### src/hdl/smps_pkg.sv
// Shared types, opcodes and fp32 helpers for the sparse max-pooling scatter engine.
// No dependencies.
package smps_pkg;

  typedef enum logic [2:0] {
    OP_WR_POOL = 3'd0,
    OP_MAX     = 3'd1,
    OP_BWD     = 3'd2,
    OP_RD_POOL = 3'd3,
    OP_WR_GRAD = 3'd4,
    OP_RD_GRAD = 3'd5
  } opcode_e;

  typedef enum logic [2:0] {
    ST_IDLE,
    ST_READ,
    ST_EXEC,
    ST_ADD,
    ST_WB
  } state_e;

  localparam logic [31:0] QNAN_BIT    = 32'h0040_0000;
  localparam logic [31:0] DEFAULT_NAN = 32'hFFC0_0000;
  localparam logic [30:0] INF_MAG     = 31'h7F80_0000;

  typedef struct packed {
    logic        start;
    logic [31:0] a;
    logic [31:0] b;
  } fa_req_t;

  typedef struct packed {
    logic        done;
    logic [31:0] sum;
  } fa_rsp_t;

  function automatic logic f32_is_nan(input logic [31:0] v);
    return (v[30:23] == 8'hFF) && (v[22:0] != 23'd0);
  endfunction

  function automatic logic f32_lt(input logic [31:0] a, input logic [31:0] b);
    logic r;
    if (f32_is_nan(a) || f32_is_nan(b) || (a[30:0] == 31'd0 && b[30:0] == 31'd0)) begin
      r = 1'b0;
    end else if (a[31] != b[31]) begin
      r = a[31];
    end else if (!a[31]) begin
      r = a[30:0] < b[30:0];
    end else begin
      r = a[30:0] > b[30:0];
    end
    return r;
  endfunction

  function automatic logic f32_eq(input logic [31:0] a, input logic [31:0] b);
    return !f32_is_nan(a) && !f32_is_nan(b) &&
           ((a == b) || (a[30:0] == 31'd0 && b[30:0] == 31'd0));
  endfunction

endpackage

### src/hdl/smps_fpadd.sv
// Four-stage fp32 adder, round to nearest even, subnormals kept.
// Depends on smps_pkg.
module smps_fpadd (
  input  logic              clk_i,
  input  logic              rst_ni,
  input  smps_pkg::fa_req_t req_i,
  output smps_pkg::fa_rsp_t rsp_o
);

  logic [3:0] v_q;

  // stage 1: specials, swap, align
  logic        s1_spec_d, s1_spec_q;
  logic [31:0] s1_sval_d, s1_sval_q;
  logic        s1_sign_d, s1_sign_q, s1_sub_d, s1_sub_q;
  logic [7:0]  s1_e_d, s1_e_q;
  logic [26:0] s1_mb_d, s1_mb_q, s1_ms_d, s1_ms_q;

  logic [31:0] big, sml;
  logic [7:0]  es, d;
  logic [26:0] ms_raw, ms_sh;

  always_comb begin
    s1_spec_d = 1'b1;
    s1_sval_d = 32'd0;
    if (smps_pkg::f32_is_nan(req_i.a)) begin
      s1_sval_d = req_i.a | smps_pkg::QNAN_BIT;
    end else if (smps_pkg::f32_is_nan(req_i.b)) begin
      s1_sval_d = req_i.b | smps_pkg::QNAN_BIT;
    end else if (req_i.a[30:0] == smps_pkg::INF_MAG && req_i.b[30:0] == smps_pkg::INF_MAG) begin
      s1_sval_d = (req_i.a[31] != req_i.b[31]) ? smps_pkg::DEFAULT_NAN : req_i.a;
    end else if (req_i.a[30:0] == smps_pkg::INF_MAG) begin
      s1_sval_d = req_i.a;
    end else if (req_i.b[30:0] == smps_pkg::INF_MAG) begin
      s1_sval_d = req_i.b;
    end else begin
      s1_spec_d = 1'b0;
    end
    if (req_i.a[30:0] < req_i.b[30:0]) begin
      big = req_i.b;
      sml = req_i.a;
    end else begin
      big = req_i.a;
      sml = req_i.b;
    end
    s1_e_d    = (big[30:23] == 8'd0) ? 8'd1 : big[30:23];
    es        = (sml[30:23] == 8'd0) ? 8'd1 : sml[30:23];
    d         = s1_e_d - es;
    s1_mb_d   = {big[30:23] != 8'd0, big[22:0], 3'b000};
    ms_raw    = {sml[30:23] != 8'd0, sml[22:0], 3'b000};
    if (d >= 8'd27) begin
      ms_sh = {26'd0, ms_raw != 27'd0};
    end else begin
      ms_sh    = ms_raw >> d;
      ms_sh[0] = ms_sh[0] | ((ms_raw & ~(27'h7FF_FFFF << d)) != 27'd0);
    end
    s1_ms_d   = ms_sh;
    s1_sign_d = big[31];
    s1_sub_d  = req_i.a[31] ^ req_i.b[31];
  end

  // stage 2: add or subtract magnitudes
  logic        s2_spec_q, s2_sign_q, s2_zero_q;
  logic [31:0] s2_sval_q;
  logic [7:0]  s2_e_q;
  logic [27:0] s2_sum_q, s2_sum_d;

  assign s2_sum_d = s1_sub_q ? ({1'b0, s1_mb_q} - {1'b0, s1_ms_q})
                             : ({1'b0, s1_mb_q} + {1'b0, s1_ms_q});

  // stage 3: normalize
  logic        s3_spec_q, s3_sign_q, s3_zero_q;
  logic [31:0] s3_sval_q;
  logic [8:0]  s3_e_q, s3_e_d, lim;
  logic [26:0] s3_n_q, s3_n_d;
  logic [4:0]  lz, sh;
  logic        found;

  always_comb begin
    lz    = 5'd27;
    found = 1'b0;
    for (int i = 26; i >= 0; i--) begin
      if (!found && s2_sum_q[i]) begin
        lz    = 5'(26 - i);
        found = 1'b1;
      end
    end
    lim = {1'b0, s2_e_q} - 9'd1;
    sh  = ({4'd0, lz} < lim) ? lz : lim[4:0];
    if (s2_sum_q[27]) begin
      s3_n_d    = s2_sum_q[27:1];
      s3_n_d[0] = s2_sum_q[1] | s2_sum_q[0];
      s3_e_d    = {1'b0, s2_e_q} + 9'd1;
    end else begin
      s3_n_d = s2_sum_q[26:0] << sh;
      s3_e_d = {1'b0, s2_e_q} - {4'd0, sh};
    end
  end

  // stage 4: round and pack
  logic [31:0] res_q, res_d;
  logic [30:0] base;
  logic        rnd;

  always_comb begin
    base = {(s3_n_q[26] ? s3_e_q[7:0] : 8'd0), s3_n_q[25:3]};
    rnd  = s3_n_q[2] & (s3_n_q[1] | s3_n_q[0] | s3_n_q[3]);
    if (s3_spec_q) begin
      res_d = s3_sval_q;
    end else if (s3_zero_q) begin
      res_d = {s3_sign_q, 31'd0};
    end else if (s3_e_q >= 9'd255) begin
      res_d = {s3_sign_q, smps_pkg::INF_MAG};
    end else begin
      res_d = {s3_sign_q, base + {30'd0, rnd}};
    end
  end

  always_ff @(posedge clk_i or negedge rst_ni) begin
    if (!rst_ni) begin
      v_q <= 4'd0;
    end else begin
      v_q <= {v_q[2:0], req_i.start};
    end
  end

  always_ff @(posedge clk_i) begin
    s1_spec_q <= s1_spec_d;
    s1_sval_q <= s1_sval_d;
    s1_sign_q <= s1_sign_d;
    s1_sub_q  <= s1_sub_d;
    s1_e_q    <= s1_e_d;
    s1_mb_q   <= s1_mb_d;
    s1_ms_q   <= s1_ms_d;
    s2_spec_q <= s1_spec_q;
    s2_sval_q <= s1_sval_q;
    s2_e_q    <= s1_e_q;
    s2_sum_q  <= s2_sum_d;
    s2_zero_q <= (s2_sum_d == 28'd0);
    s2_sign_q <= (s2_sum_d == 28'd0) ? (s1_sign_q & ~s1_sub_q) : s1_sign_q;
    s3_spec_q <= s2_spec_q;
    s3_sval_q <= s2_sval_q;
    s3_sign_q <= s2_sign_q;
    s3_zero_q <= s2_zero_q;
    s3_e_q    <= s3_e_d;
    s3_n_q    <= s3_n_d;
    res_q     <= res_d;
  end

  assign rsp_o.done = v_q[3];
  assign rsp_o.sum  = res_q;

endmodule
### config.mk
export PLATFORM = sky130hd
export DESIGN_NAME = smps_fpadd
export DESIGN_NICKNAME = d
export VERILOG_FILES = /design/src/hdl/smps_pkg.sv /design/src/hdl/smps_fpadd.sv
export SDC_FILE = /design/constraint.sdc
export NUM_CORES = 1
export LEC_CHECK = 0
export BUFFER_PORTS_ARGS = -buffer_cell sky130_fd_sc_hd__buf_2
export CAP_MARGIN = 20
export CORE_UTILIZATION = 35
export CTS_CLUSTER_DIAMETER = 40
export DETAILED_ROUTE_END_ITERATION = 16
export GPL_ROUTABILITY_DRIVEN = 1
export PLACE_DENSITY = 0.61
export SYNTH_ARGS = -nofsm -noshare
export SYNTH_HDL_FRONTEND = slang
export SYNTH_SLANG_ARGS = --single-unit
### constraint.sdc
create_clock -name clk_i -period 8.8 [get_ports clk_i]
set_input_delay 1.32 -clock clk_i [delete_from_list [all_inputs] [get_ports clk_i]]
set_output_delay 1.32 -clock clk_i [all_outputs]
set_load 0.02 [all_outputs]
[Word level (Yosys, flattened, before mapping)]
Index checks and enable logic that the tools add are counted.
W data, S select, Z words.
Storage, ports and cells
  register bits after elaboration: 272
  input bits: 67
  output and inout bits: 33
  word-level logic and storage cells: 193
Operators by class
  $add $sub $neg: 7
  magnitude comparators: 4
  equal/unequal tests: 5
  shift operators: 3
  mux-type cells: 74
  bitwise logic cells: 10
  reduce and logical (&&, ||, !) cells: 66
Operators with widths (number)
  $mux W32: 8
  $mux W5: 28
  $mux W31: 3
  $eq A31 B31 Y1 const B: 2
  $reduce_bool A23 Y1: 2
  $add A31 B1 Y31: 1
  $lt A31 B31 Y1: 1
  $logic_and A1 B1 Y1: 29
  $mux W1: 29
  $add A27 B27 Y28: 1
  $logic_not A28 Y1: 1
  $mux W28: 1
  $sub A27 B27 Y28: 1
  $and A27 B27 Y27: 1
  $not A27 Y27: 1
  $reduce_bool A27 Y1: 1
  $shl A27 B5 Y27: 1
  $shl A27 B8 Y27 const A: 1
  $shr A27 B8 Y27: 1
  $logic_not A1 Y1: 26
  $mux W26: 1
  $mux W8: 3
  $reduce_bool A24 Y1: 1
  $eq A8 B8 Y1 const B: 2
  other kinds (17): 23

[Logic depth before layout (Yosys ltp)]
Gate-level depths: netlist of run 1.
  word-level depth: 83
  mapped depth: 32
  gate-level depth less buffers: 28

[Least setup slack after synthesis of run 1]
Ideal clock, no wire load.
  path kind: input-to-reg
  from: in req_i[30] (netlist name)
  to: reg s1_ms_q[0]
  setup time: 0.120 ns
  arrival: 6.839 ns
  data required time: 8.680 ns
  setup slack: 1.840 ns
  stages: 25
  path buffers: 5
  cell sequence: inv_1 > ha_1 > nand4_1 > nor4_1 > o311ai_1 > nand2_1 > clkbuf_1 > clkbuf_1 > clkbuf_1 > buf_1 > clkbuf_1 > mux2i_1 > ha_1 > nor2b_1 > o31a_1 > o21ai_1 > nor2b_1 > xnor2_1 > or2_1 > nor2_1 > a21oi_1 > a2111o_1 > nor4_1 > and3_1 > a21oi_1
On the way
  longest elaborated chain between the ends: 11
  elaborated cells between the ends (all ways): 18
  classes of those cells: add/sub: 1; order compare: 2; shift: 2; mux: 5; bitwise: 3; reduce/logical: 5
RTL lines
  start, declared: line smps_fpadd.sv:6  | input smps_pkg::fa_req_t req_i,
  $lt A31 B31 Y1: line smps_fpadd.sv:39  | if (req_i.a[30:0] < req_i.b[30:0]) begin
  $mux W32 / $mux W31 (equally long branches): line smps_fpadd.sv:39
  $logic_not A8 Y1 (on tied branches): line smps_fpadd.sv:46, smps_fpadd.sv:47
  $mux W8 (on tied branches): line smps_fpadd.sv:46, smps_fpadd.sv:47
  $sub A8 B8 Y8: line smps_fpadd.sv:48  | d = s1_e_d - es;
  $shl A27 B8 Y27: line smps_fpadd.sv:55  | ms_sh[0] = ms_sh[0] | ((ms_raw & ~(27'h7FF_FFFF << d)) != 27'd0);
  $not A27 Y27: line smps_fpadd.sv:55
  $and A27 B27 Y27: line smps_fpadd.sv:55
  $reduce_bool A27 Y1: line smps_fpadd.sv:55
  $or A1 B1 Y1: line smps_fpadd.sv:55
  $mux W1 *: line smps_fpadd.sv:51  | if (d >= 8'd27) begin
  named net ms_sh[0]: line smps_fpadd.sv:21  | logic [26:0] ms_raw, ms_sh;
  end signal, assigned: line smps_fpadd.sv:134  | s1_ms_q <= s1_ms_d;
  end, declared: line smps_fpadd.sv:17  | logic [26:0] s1_mb_d, s1_mb_q, s1_ms_d, s1_ms_q;
The timed path passes the listed nets; every way through them passes the cells marked *.
A chain may end at the register's enable or synchronous reset.

[Final worst setup path of run 1]
  from: in req_i[28] (netlist name)
  to: reg s1_ms_q[0]
The elaborated chain is that of the path after synthesis.

==> impl_metrics.csv, run 1 <==
group,metric,value,unit
worst_setup_path,r2r_cells,22,
route,m1WireLength,22.8,mm
floorplanning,die_w,213,um
final_layout,final_cells,2488,
power,switching_share,40.3,%
floorplanning,initial_utilization,35.8,%
final_layout,fill_cells,4370,
worst_setup_path,crit_fanout,93,
worst_setup_path,setup.worst_path.end_class,"flip-flop",
worst_setup_path,critPathSlowestCell,"buf_4",
min_path,hold_path_end,"s2_sval_q[14]$_DFF_P_",
logic_synthesis,synthArstFlopShare,1.47,%
cts,cts.sinks,272,
logic_synthesis,yosysTopAreaCell,"dfxtp_1",
power,p_switching,2.14,mW
logic_synthesis,syn_nets,1977,
cts,cts-resized-gates,0,
route,wl_per_cell,20.9,um
logic_synthesis,seq_area_frac_synth,35.2,%
sta,whs,0.320,ns
logic_synthesis,yosysWarnings,0,
route,routed_wl,52.1,mm
global_route,grt_start_max_net_pins,94,
route,top_layer,"met5",
logic_synthesis,synth.avg_cell_area,8.60,sq um
outcome,status,"complete, no violations",
floorplanning,ios,100,
sta,fmax,136,MHz
worst_setup_path,crit_type,"in -> reg",
worst_setup_path,crit_arrival,7.75,ns
final_layout,seqCellArea,5470,sq um
logic_synthesis,netlist_area,15500,sq um
route,drt_iter0_markers,1378,
route,viasPerCell,5.64,
global_route,track_usage,22.6,%
logic_synthesis,ys_types,101,
sta,fin_crit_sh,83.8,%
route,firstDrtPassIters,6,
worst_setup_path,worstPathRequired,9.18,ns
power,p_leak,7.39,nW
logic_synthesis,synth_ff_type,"dfxtp_1",
worst_setup_path,crit_family,"simple AND/OR/NAND/NOR gates",
cts,clk_path_buf_depth,3,
worst_setup_path,critPathMaxStageDelay,0.81,ns
route,wl_met3,4.20,mm
route,routed-wl-met2,23.3,mm
worst_setup_path,startpoint_type,"primary input",
floorplanning,fp.dieH,213,um
final_layout,multiInputGateArea,9280,sq um
cts,htree_levels,2,
worst_setup_path,cp_num_buf_inv,4,
sta,tns,0,ns
sta,finalHoldViolCount,0,
cts,numCtsBuffers,35,
logic_synthesis,ys_top_cells_by_area,"dfxtp_1 35%, ha_1 8.3%, mux2i_1 6.8%",
global_route,overflow,0,
cts,clkLatencyLatePin,0.52,ns
final_layout,fin_nets,2047,
final_layout,final_cell_mix,"268 x dfxtp_1, 196 x nand2_1, 124 x nor2_1",
logic_synthesis,synth_edf_count,0,
sta,skew,0.0195,ns
route,ant_nets,0,
worst_setup_path,r2r_end,"s3_e_q[8]$_DFF_P_",
sta,rsz0062_at_grt,"false",
sta,report.final.slew_viol_count,0,
place,pre_cts_slack,0.998,ns
global_route,antenna_found_initial,4,
worst_setup_path,rrSetupSlack,3.11,ns
worst_setup_path,timing.rr.start,"s2_sum_q[26]$_DFF_P_",
sta,setup_ws,1.43,ns
sta,maxSlewHeadroom,37.0,%
place,dp.cells,2422,
power,seqPwrFrac,32.9,%
final_layout,drive_above_1_share,12.0,%
flow_run,drv_cap,0,
min_path,hold_path_depth,0,
power,p_int,3.16,mW
cts,root_buffer,"clkbuf_16",
logic_synthesis,synth_top_area_share,34.6,%
final_layout,final_common_cell,"dfxtp_1",
sta,fin_crit,7.37,ns
floorplanning,core,43400,sq um
floorplanning,dieArea,45200,sq um
power,p_per_area,298,nW/um^2
power,p_comb_share,40.2,%
power,ir_drop,172,uV
worst_setup_path,crit_top_cell,"nor2_1",
route,vias,14000,
cts,cts_tree,"built",
place,finalWeightedCongestion,0.984,
global_route,grt_pass1_vias,13200,
cts,post-cts-setup-buffers,0,
sta,setup_viol,0,
logic_synthesis,syn_inst,1804,
global_route,grt_pass1_wl,78.0,mm
place,port_buffers,99,
cts,cts_hold_buffers,0,
floorplanning,row_count,76,
final_layout,syn_to_final_growth,14.4,%
power,clock_power_share,26.9,%
logic_synthesis,ys_ff_latch,272,
min_path,holdCritStartpoint,"s1_sval_q[14]$_DFF_P_",
cts,clkTransAtPathRegs,0.06,ns
sta,worstMarginPinSlew,0.945,ns
power,power,5.30,mW
place,dp_hpwl,41.0,mm
min_path,holdCritPathClass,"reg -> reg",
route,drc,0,
## per-stage QoR
step | cell area (sq um) | util, %
after floorplan | 15500 | -
after global placement | 16500 | 38.1
after detailed placement | 16500 | 38.1
after CTS | 17700 | 40.9
after global routing | 17700 | 40.9
final | 17700 | 40.9
## cell usage after synthesis, types with 7 or more instances
master and number:
a211oi_1 21, a21o_1 19, o21ai_1 19, dfxtp_1 268, ha_1 103, xnor2_1 43
nand3_1 45, mux4_2 14, and3_1 17, mux2_2 9, nand4_1 21, nor2_1 124
nor4_1 24, o22ai_1 8, a22oi_1 32, a21oi_1 116, nand2_1 197, or3_1 8
nand2b_1 15, nor3_1 45, clkbuf_1 66, inv_1 105, o31ai_1 20, a22o_1 27
o21a_1 9, nor2b_1 14, mux2i_1 106, a31oi_1 9, xor2_1 28, o211ai_1 11
o21bai_1 10, and2_1 7, o21ai_0 108
## how the worst max path moves through the flow
stage	from	depth (start not counted)	slack, ns	endpoint
after floorplan	req_i[30]	25	1.84	s1_ms_q[0]$_DFF_P_
after global placement	req_i[28]	25	1.08	s1_ms_q[0]$_DFF_P_
after detailed placement	req_i[30]	25	1.0	s1_ms_q[0]$_DFF_P_
after CTS	req_i[30]	25	1.51	s1_ms_q[0]$_DFF_P_
after global routing	req_i[28]	25	0.98	s1_ms_q[0]$_DFF_P_
final	req_i[28]	25	1.43	s1_ms_q[0]$_DFF_P_
## worst register-to-register path: stages (launching register included)
cell and delay (ns):
dfxtp_1 0.36, or4_1 0.60, nor4_2 0.28, nand2_1 0.18, o211ai_1 0.21, a21oi_1 0.09, ha_1 0.32, o211ai_1 0.09
nand2_1 0.07, a21oi_1 0.06, nor3_1 0.27, a21bo_1 0.34, o21ai_1 0.60, clkinv_1 0.47, ha_1 0.40, nor2b_1 0.14
ha_1 0.34, inv_1 0.07, o21bai_1 0.07, a21oi_1 0.24, o21bai_1 0.09, a21oi_1 0.18, xnor2_1 0.13
## area by class of cell
class / count / share of cell area (%)
Inverter: 109 / 2.31
Timing Repair Buffer: 117 / 3.55
Tap cell: 585 / 4.12
Clock buffer: 45 / 5.55
Antenna cell: 2 / 0.0282
Sequential cell: 272 / 30.8
Clock inverter: 19 / 1.34
Multi-Input combinational cell: 1339 / 52.3
## per-layer routing
metal / vias to the layer above / GRT usage (%)
met2: 663 / 36.3
met3: 112 / 3.86
li1: 6653 / -
met1: 6612 / 30.3
met4: 2 / 8.31
met5: - / 0
## logic make-up after synthesis
family,synth area share (%)
xor+xnor,4.11
mux,9.87
simple gates,17.0
compound gates,20.0
flops,35.2
fa+ha+maj,8.76
buf+inv,5.06
## power by group through the flow
stage | clock (mW) | sequential, mW | combinational, mW
finish | 1.43 | 1.74 | 2.13
global route | 1.51 | 1.76 | 2.30
CTS | 1.46 | 1.73 | 2.09
detailed placement | 0 | 1.76 | 2.08
global placement | 0 | 1.76 | 2.09
floorplan | 0 | 1.75 | 1.41
## state kept, by name, summed over array words and instances, names as in the netlist, 9 cells and up
| signal | count |
|---|---|
| s1_sval_q | 32 |
| res_q | 32 |
| s1_ms_q | 27 |
| s3_e_q | 9 |
| s2_sum_q | 28 |
| s2_sval_q | 32 |
| s3_n_q | 27 |
| s1_mb_q | 24 |
| s3_sval_q | 32 |
No activity file was read; power rests on OpenSTA's default activity.
==> run 2, diff against run 1 <==
==> constraint.sdc (replaced) <==
create_clock -name clk_i -period 7.6 [get_ports clk_i]
set_input_delay 1.14 -clock clk_i [delete_from_list [all_inputs] [get_ports clk_i]]
set_output_delay 1.14 -clock clk_i [all_outputs]
set_load 0.02 [all_outputs]
==> run 2 against run 1 <==
  * Sequential share of layout area down 0.42 points
  * Register-to-register slack worse by 1.2 ns
  * Global-route usage down 0.16 points
  * Worst hold slack worse by 0.0041 ns
  * Power up 18%
  * Sequential cell count unchanged
  * Worst setup slack worse by 0.55 ns
==> impl_metrics.csv, run 2 (same netlist as run 1, synthesis figures left out) <==
group,metric,value,unit
outcome,status,"complete, no violations",
flow_run,drv_cap,0,
worst_setup_path,crit_arrival,7.13,ns
min_path,hold_path_depth,0,
cts,post-cts-setup-buffers,0,
final_layout,antenna_cells,0,
cts,root_buffer,"clkbuf_16",
global_route,grt_pass1_vias,13400,
worst_setup_path,r2r_cells,22,
worst_setup_path,r2r_end,"s3_e_q[8]$_DFF_P_",
sta,report.final.slew_viol_count,0,
route,firstDrtPassIters,6,
cts,htree_levels,2,
final_layout,fill_cells,4369,
global_route,antenna_found_initial,4,
power,ir_drop,167,uV
cts,clkTransAtPathRegs,0.06,ns
global_route,grt_start_max_net_pins,93,
worst_setup_path,timing.rr.start,"s2_sum_q[10]$_DFF_P_",
route,wl_per_cell,20.4,um
sta,setup_viol,0,
place,port_buffers,99,
global_route,track_usage,22.5,%
min_path,holdCritStartpoint,"s2_sval_q[17]$_DFF_P_",
power,p_leak,7.54,nW
sta,worstMarginPinSlew,0.974,ns
cts,cts_hold_buffers,0,
floorplanning,fp.dieH,213,um
route,viasPerCell,5.57,
sta,fmax,149,MHz
place,dp.cells,2438,
route,vias,14000,
power,power,6.27,mW
sta,maxSlewHeadroom,35.1,%
cts,cts-resized-gates,0,
floorplanning,ios,100,
final_layout,final_cells,2509,
route,drc,0,
floorplanning,initial_utilization,35.8,%
worst_setup_path,setup.worst_path.end_class,"flip-flop",
worst_setup_path,worstPathRequired,8.01,ns
worst_setup_path,crit_fanout,23,
final_layout,multiInputGateArea,9280,sq um
worst_setup_path,crit_type,"in -> reg",
sta,setup_ws,0.881,ns
cts,cts_tree,"built",
global_route,overflow,0,
floorplanning,row_count,76,
final_layout,syn_to_final_growth,15.9,%
power,p_switching,2.51,mW
final_layout,final_common_cell,"dfxtp_1",
place,pre_cts_slack,0.471,ns
sta,finalHoldViolCount,0,
worst_setup_path,rrSetupSlack,1.90,ns
place,finalWeightedCongestion,0.969,
place,dp_hpwl,40.1,mm
floorplanning,dieArea,45200,sq um
floorplanning,core,43400,sq um
worst_setup_path,startpoint_type,"primary input",
cts,clk_path_buf_depth,3,
power,p_comb_share,39.1,%
power,p_int,3.76,mW
min_path,holdCritPathClass,"reg -> reg",
final_layout,seqCellArea,5470,sq um
final_layout,final_cell_mix,"268 x dfxtp_1, 196 x nand2_1, 124 x nor2_1",
floorplanning,die_w,213,um
sta,skew,0.0189,ns
route,routed_wl,51.2,mm
power,clock_power_share,28.8,%
sta,fin_crit_sh,88.4,%
cts,clkLatencyLatePin,0.54,ns
cts,cts.sinks,272,
power,p_per_area,349,nW/um^2
route,drt_iter0_markers,1300,
sta,rsz0062_at_grt,"false",
final_layout,fin_nets,2067,
global_route,grt_pass1_wl,77.5,mm
min_path,hold_path_end,"s3_sval_q[17]$_DFF_P_",
cts,numCtsBuffers,39,
power,switching_share,40.0,%
sta,fin_crit,6.72,ns
route,ant_nets,0,
sta,tns,0,ns
power,seqPwrFrac,32.1,%
final_layout,drive_above_1_share,13.1,%
## run 2: changes by cell type in the layout (fill, tap and decap cells not counted), sizes merged
cell / delta
buf: +16
clkinv: +1
diode: -2
inv: +6
## run 2: how the worst max path moves through the flow
stage | from | end
6_report | req_i[4] | s1_ms_q[0]$_DFF_P_
2_1_floorplan | req_i[30] | s1_ms_q[0]$_DFF_P_
3_3_place_gp | req_i[4] | s1_ms_q[0]$_DFF_P_
5_1_grt | req_i[2] | s1_ms_q[0]$_DFF_P_
3_5_place_dp | req_i[4] | s1_ms_q[0]$_DFF_P_
4_1_cts | req_i[2] | s1_ms_q[0]$_DFF_P_
## run 2: metal layers
metal	vias to the layer above	global-route usage, %	wire length (um)
met2	568	35.9	23200
met5	-	0	39
li1	6699	-	-
met1	6580	30.0	22600
met3	124	3.80	3500
met4	6	9.01	1830
## run 2: through the flow
stage	instance area (sq um)	hold WS, ns	utilization [%]
6_report	18000	0.316	41.5
5_1_grt	18000	0.318	41.5
4_1_cts	18000	0.314	41.5
3_5_place_dp	16600	0.312	38.4
3_3_place_gp	16600	0.311	38.4
2_1_floorplan	15500	0.310	-
## run 2: worst max-delay path, cell delays in order
cell      delay (ns)
buf_2           0.12
inv_1           0.06
ha_1            0.31
a21o_1          0.17
a211oi_1        0.22
a211oi_1        0.10
o311ai_1        0.72
nand2_4         0.28
buf_4           0.25
o21ai_0         0.26
nor4_1          0.08
and2_1          0.17
nor2_1          0.15
ha_1            0.20
inv_1           0.05
fa_1            0.47
a211oi_1        0.25
nor2_1          0.09
o21ai_0         0.26
a32oi_1         0.09
and3_1          0.26
or2_1           0.31
nor2_1          0.16
a21oi_1         0.08
a2111o_1        0.39
nor4_1          0.23
and3_1          0.18
a21oi_1         0.06
## run 2: power by group through the flow
stage | clock network, mW | registers (mW) | logic, mW
finish | 1.81 | 2.02 | 2.45
global route | 1.91 | 2.05 | 2.67
CTS | 1.84 | 2.01 | 2.43
detailed placement | 0 | 2.04 | 2.42
global placement | 0 | 2.03 | 2.42
floorplan | 0 | 2.03 | 1.64
## run 2: layout make-up
type / count / share of cell area [%]
sequential: 272 / 30.4
timing repair buffer: 133 / 4.17
clock inverter: 26 / 1.68
tap: 585 / 4.07
multi-input combinational: 1339 / 51.6
inverter: 109 / 2.27
clock buffer: 45 / 5.84
